### src/design/twrbm_pkg.sv
// Shared types, constants and the tempering function for the twister unit.
// No dependencies.
package twrbm_pkg;

   localparam int unsigned DEPTH     = 624;
   localparam int unsigned SHIFT     = 397;
   localparam int unsigned AW        = 10;
   localparam int unsigned CW        = 5;

   localparam logic [31:0] SEED_MUL     = 32'h0001_0dcd;
   localparam logic [31:0] TWIST_MATRIX = 32'h9908_b0df;
   localparam logic [31:0] MASK_B       = 32'h9d2c_56ff;
   localparam logic [31:0] MASK_C       = 32'hefc6_7fff;

   localparam logic [AW-1:0] LAST_IDX  = AW'(DEPTH - 1);
   localparam logic [AW-1:0] WRAP_IDX  = AW'(DEPTH - SHIFT);
   localparam logic [AW-1:0] SHIFT_IDX = AW'(SHIFT);
   localparam logic [CW-1:0] DIV_LAST  = '1;

   localparam logic OP_DRAW = 1'b0;
   localparam logic OP_SEED = 1'b1;

   typedef enum logic [3:0] {
      ST_IDLE,
      ST_SEED,
      ST_TW_PRE,
      ST_TW_RD,
      ST_TW_WR,
      ST_RD_ADDR,
      ST_RD_DATA,
      ST_DIV,
      ST_OUT
   } state_type;

   typedef struct packed {
      logic draw_load;
      logic seed_load;
      logic seed_step;
      logic tw_init;
      logic tw_read;
      logic tw_write;
      logic word_read;
      logic temper_load;
      logic div_step;
      logic out_load;
   } cmd_type;

   typedef struct packed {
      logic need_twist;
      logic seed_last;
      logic tw_last;
      logic div_last;
      logic out_free;
   } status_type;

   function automatic logic [31:0] temper(input logic [31:0] x_in);
      logic [31:0] x;
      x = x_in ^ (x_in >> 11);
      x = x ^ ((x << 7) & MASK_B);
      x = x ^ ((x << 15) & MASK_C);
      return x ^ (x >> 18);
   endfunction

endpackage

### src/design/twrbm_ctrl.sv
// Sequencer for seed fill, whole-array twist, word read and remainder.
// Depends on twrbm_pkg.
module twrbm_ctrl import twrbm_pkg::*; (
   input  logic       clock,
   input  logic       reset,
   input  logic       req_valid,
   input  logic       req_op,
   output logic       req_stall,
   input  status_type status,
   output cmd_type    cmd
);

   state_type state_ff, state_in;

   always_ff @(posedge clock) begin
      if (reset) begin
         state_ff <= ST_IDLE;
      end else begin
         state_ff <= state_in;
      end
   end

   always_comb begin
      state_in = state_ff;
      case (state_ff)
         ST_IDLE: begin
            if (req_valid) begin
               if (req_op == OP_SEED) state_in = ST_SEED;
               else if (status.need_twist) state_in = ST_TW_PRE;
               else state_in = ST_RD_ADDR;
            end
         end
         ST_SEED:    if (status.seed_last) state_in = ST_IDLE;
         ST_TW_PRE:  state_in = ST_TW_RD;
         ST_TW_RD:   state_in = ST_TW_WR;
         ST_TW_WR:   state_in = status.tw_last ? ST_RD_ADDR : ST_TW_RD;
         ST_RD_ADDR: state_in = ST_RD_DATA;
         ST_RD_DATA: state_in = ST_DIV;
         ST_DIV:     if (status.div_last) state_in = ST_OUT;
         ST_OUT:     if (status.out_free) state_in = ST_IDLE;
         default:    state_in = ST_IDLE;
      endcase
   end

   always_comb begin
      cmd       = '0;
      req_stall = (state_ff != ST_IDLE);
      case (state_ff)
         ST_IDLE: begin
            cmd.draw_load = req_valid && (req_op == OP_DRAW);
            cmd.seed_load = req_valid && (req_op == OP_SEED);
         end
         ST_SEED:    cmd.seed_step   = 1'b1;
         ST_TW_PRE:  cmd.tw_init     = 1'b1;
         ST_TW_RD:   cmd.tw_read     = 1'b1;
         ST_TW_WR:   cmd.tw_write    = 1'b1;
         ST_RD_ADDR: cmd.word_read   = 1'b1;
         ST_RD_DATA: cmd.temper_load = 1'b1;
         ST_DIV:     cmd.div_step    = 1'b1;
         ST_OUT:     cmd.out_load    = status.out_free;
         default:    cmd = '0;
      endcase
   end

   a_idle_accept: assert property (@(posedge clock) disable iff (reset)
      (cmd.draw_load || cmd.seed_load) |-> (state_ff == ST_IDLE))
      else $error("beat taken outside idle");
   a_twist_ends: assert property (@(posedge clock) disable iff (reset)
      (state_ff == ST_TW_WR && status.tw_last) |=> (state_ff == ST_RD_ADDR))
      else $error("twist did not end in word read");
   a_div_out: assert property (@(posedge clock) disable iff (reset)
      (state_ff == ST_DIV && status.div_last) |=> (state_ff == ST_OUT))
      else $error("remainder did not reach output");

endmodule

### config.mk
export PLATFORM = sky130hd
export DESIGN_NAME = twrbm_ctrl
export DESIGN_NICKNAME = d
export VERILOG_FILES = /design/src/design/twrbm_pkg.sv /design/src/design/twrbm_ctrl.sv
export SDC_FILE = /design/constraint.sdc
export NUM_CORES = 1
export LEC_CHECK = 0
export BUFFER_PORTS_ARGS = -buffer_cell sky130_fd_sc_hd__buf_2
export CORE_AREA = 5 5 42 44
export CTS_BUF_LIST = sky130_fd_sc_hd__clkbuf_8
export CTS_CLUSTER_SIZE = 40
export DETAILED_ROUTE_END_ITERATION = 12
export DIE_AREA = 0 0 47 49
export HOLD_SLACK_MARGIN = 0.08
export PLACE_DENSITY = 0.62
export SETUP_SLACK_MARGIN = 0.2
export SLEW_MARGIN = 40
export SYNTH_ARGS = -nofsm -noshare
export SYNTH_HDL_FRONTEND = slang
export SYNTH_SLANG_ARGS = --single-unit
export TNS_END_PERCENT = 30
### constraint.sdc
create_clock -name clock -period 1.9 [get_ports clock]
set_input_delay 0.285 -clock clock [delete_from_list [all_inputs] [get_ports clock]]
set_output_delay 0.285 -clock clock [all_outputs]
set_load 0.005 [all_outputs]
==> flow_metrics.tcl <==
set metrics [dict create \
    slew_headroom 0.7033 \
    end_kind "output pin" \
    final_util 0.3580 \
    area_growth_pct 42.70 \
    worst_pin_slew_ns 0.4445 \
    crit_fanout 7 \
    cts-root-buf "clkbuf_8" \
    syn_avg_cell_area_um2 7.325 \
    wl_met1_um 407 \
    reg_top3 "state_ff x4" \
    p_leak_nw 0.2435 \
    worstPathRequired_ns 1.62 \
    highest_layer "met3" \
    via_per_inst 5.143 \
    dieArea_um2 2303 \
    antennaDiodeCount 0 \
    fillers 163 \
    wl_per_cell_um 11.50 \
    cp-start-kind "register" \
    cts_tree "built" \
    seq_area_frac_synth 0.2278 \
    syn_nets 57 \
    grt_pass1_vias 386 \
    die_w_um 47 \
    hold_viol 0 \
    overflow 0 \
    grtUsageTotal 0.08803 \
    drt_iter0_markers 16 \
    syn_inst 48 \
    status "finished, final reports clean" \
    die_h_um 49 \
    hold_buffers 0 \
    pin_count 20 \
    drive_above_1_share 0.3824 \
    num_rows 14 \
    yosysWarningCount 0 \
    drt_wl_total_um 966 \
    core_area_um2 1401 \
    timing.final.ws_setup_ns 0.3090 \
    peakVddDrop_mv 0.3950 \
    yosys_register_bits 4 \
    drc 0 \
    dp_slack_ns 0.4279 \
    ant_nets 0 \
    cts_max_path_buffers 2 \
    worst_ep_arrival_time_ns 1.31 \
    finalSetupViolCount 0 \
    hp-class "in -> reg" \
    firstDrtPassIters 4 \
    dpl_cell_area_um2 451.7 \
    cap_viol_max_count 0 \
    min_period_ns 1.591 \
    gp_congestion 0.7667 \
    fin_skew_ns 0.0007411 \
    finalSetupTns_ns 0 \
    met2_length_um 455 \
    antenna_found_initial 0 \
    largest-register "state_ff" \
    grt_max_degree 12 \
    crit_type "reg -> out" \
    clkTransAtPathRegs_ns 0.03 \
    cts.sinks 4 \
    synth_cell_types 23 \
    nets 79 \
    final_max_slew_viol_count 0 \
    numPortBuffers 19 \
    htreeDepth 1 \
    largest_reg_flops 4 \
    fmax_mhz 628.6 \
    worstSkewPairLatency_ns 0.21 \
    start_util 0.2509 \
    wl_met3_um 104 \
    numCtsBuffers 3 \
    vias 432 \
    syn_area_um2 351.6 \
    grt_pass1_wl_um 1497 \
    period_share 0.8373 \
    power.density_nw_per_um2 716.3 \
    rsz0062_at_grt "true" \
    final_area_um2 501.7 \
    dp_hpwl_um 813.3 \
]
per-layer routing:
layer	global-route usage	up-vias
li1	-	218
met1	0.1033	199
met2	0.1335	15
met3	0.03690	0
met4	0.04147	0
met5	0	-
worst max-delay path: stages (launching register included):
cell,delay [ns]
dfxtp_1,0.35
or2_4,0.30
nor3_4,0.16
and3_1,0.17
buf_2,0.10
logic make-up (layout without fill, tap and decap cells):
logic type / Yosys count / count (layout) / share of synthesized area
and+or+nand+nor: 28 / 28 / 0.4057
AOI/OAI and AO/OA: 11 / 11 / 0.2918
buffers and inverters: 5 / 25 / 0.07472
DFF: 4 / 4 / 0.2278
layout by cell type, fill, tap and decap left out, types with 2 or more instances in the layout:
| master | count |
|---|---|
| clkbuf_8 | 3 |
| nand2_1 | 3 |
| dfxtp_1 | 4 |
| buf_2 | 19 |
| nor3_1 | 5 |
| inv_1 | 2 |
| nand2b_1 | 5 |
| a21oi_1 | 3 |
| nor2_1 | 10 |
cells in the mapped netlist:
| cell type | instances | area (um^2) |
|---|---|---|
| a32o_1 | 1 | 10.01 |
| nand2_1 | 3 | 11.26 |
| a2111oi_4 | 1 | 27.53 |
| nor2_1 | 10 | 37.54 |
| o21ai_0 | 1 | 5.000 |
| nor3_2 | 1 | 10.01 |
| dfxtp_1 | 4 | 80.08 |
| a2111oi_0 | 1 | 8.760 |
| nor3_1 | 5 | 25.02 |
| a32oi_1 | 1 | 8.760 |
| buf_6 | 1 | 11.26 |
| or3_1 | 1 | 6.260 |
| inv_1 | 2 | 7.510 |
| clkbuf_1 | 1 | 3.750 |
| and4_1 | 1 | 8.760 |
| nand2b_1 | 5 | 31.28 |
| a21oi_1 | 3 | 15.01 |
| or2_1 | 1 | 6.260 |
| and3_1 | 1 | 6.260 |
| clkinv_1 | 1 | 3.750 |
| o22ai_1 | 1 | 6.260 |
| o311a_1 | 1 | 10.01 |
| a32o_2 | 1 | 11.26 |
through the flow:
step | hold WS [ns] | instances | power [W]
2_1_floorplan | 0.3541 | 48 | 0.0001542
3_3_place_gp | 0.5263 | 81 | 0.0001818
3_5_place_dp | 0.5323 | 81 | 0.0001827
4_1_cts | 0.3079 | 84 | 0.0003621
5_1_grt | 0.3237 | 84 | 0.0003828
6_report | 0.3101 | 84 | 0.0003594
power breakdown:
group | switching, W | leakage, nW | total [W] | internal [W]
clock network | 0.0000386 | 0.0216 | 0.000173 | 0.000135
registers | 0.0000108 | 0.0326 | 0.000100 | 0.0000892
logic | 0.0000440 | 0.189 | 0.0000862 | 0.0000423
timing repair:
action	in CTS	in global routing
resized for setup	0	2
buffers inserted	0	0
setup endpoints to repair	0	2
hold endpoints to repair	0	0
cell type report:
type,count,area (um^2),share of cell area
Clock buffer,3,41.29,0.08229
Tap cell,16,20.02,0.03990
Sequential cell,4,80.08,0.1596
Inverter,3,11.26,0.02244
Multi-Input combinational cell,39,254.0,0.5062
Timing Repair Buffer,19,95.09,0.1895
final timing paths:
kind | startpoint | end | cells past startpoint | slack (ns)
setup / recovery | state_ff[1] | cmd[8] | 4 | 0.31
hold / removal | reset | state_ff[0] | 2 | 0.31
hold reg to reg | state_ff[0] | state_ff[3] | 3 | 0.78
setup reg to reg | state_ff[0] | state_ff[1] | 4 | 0.41
Power figures use the tool's default switching activity.
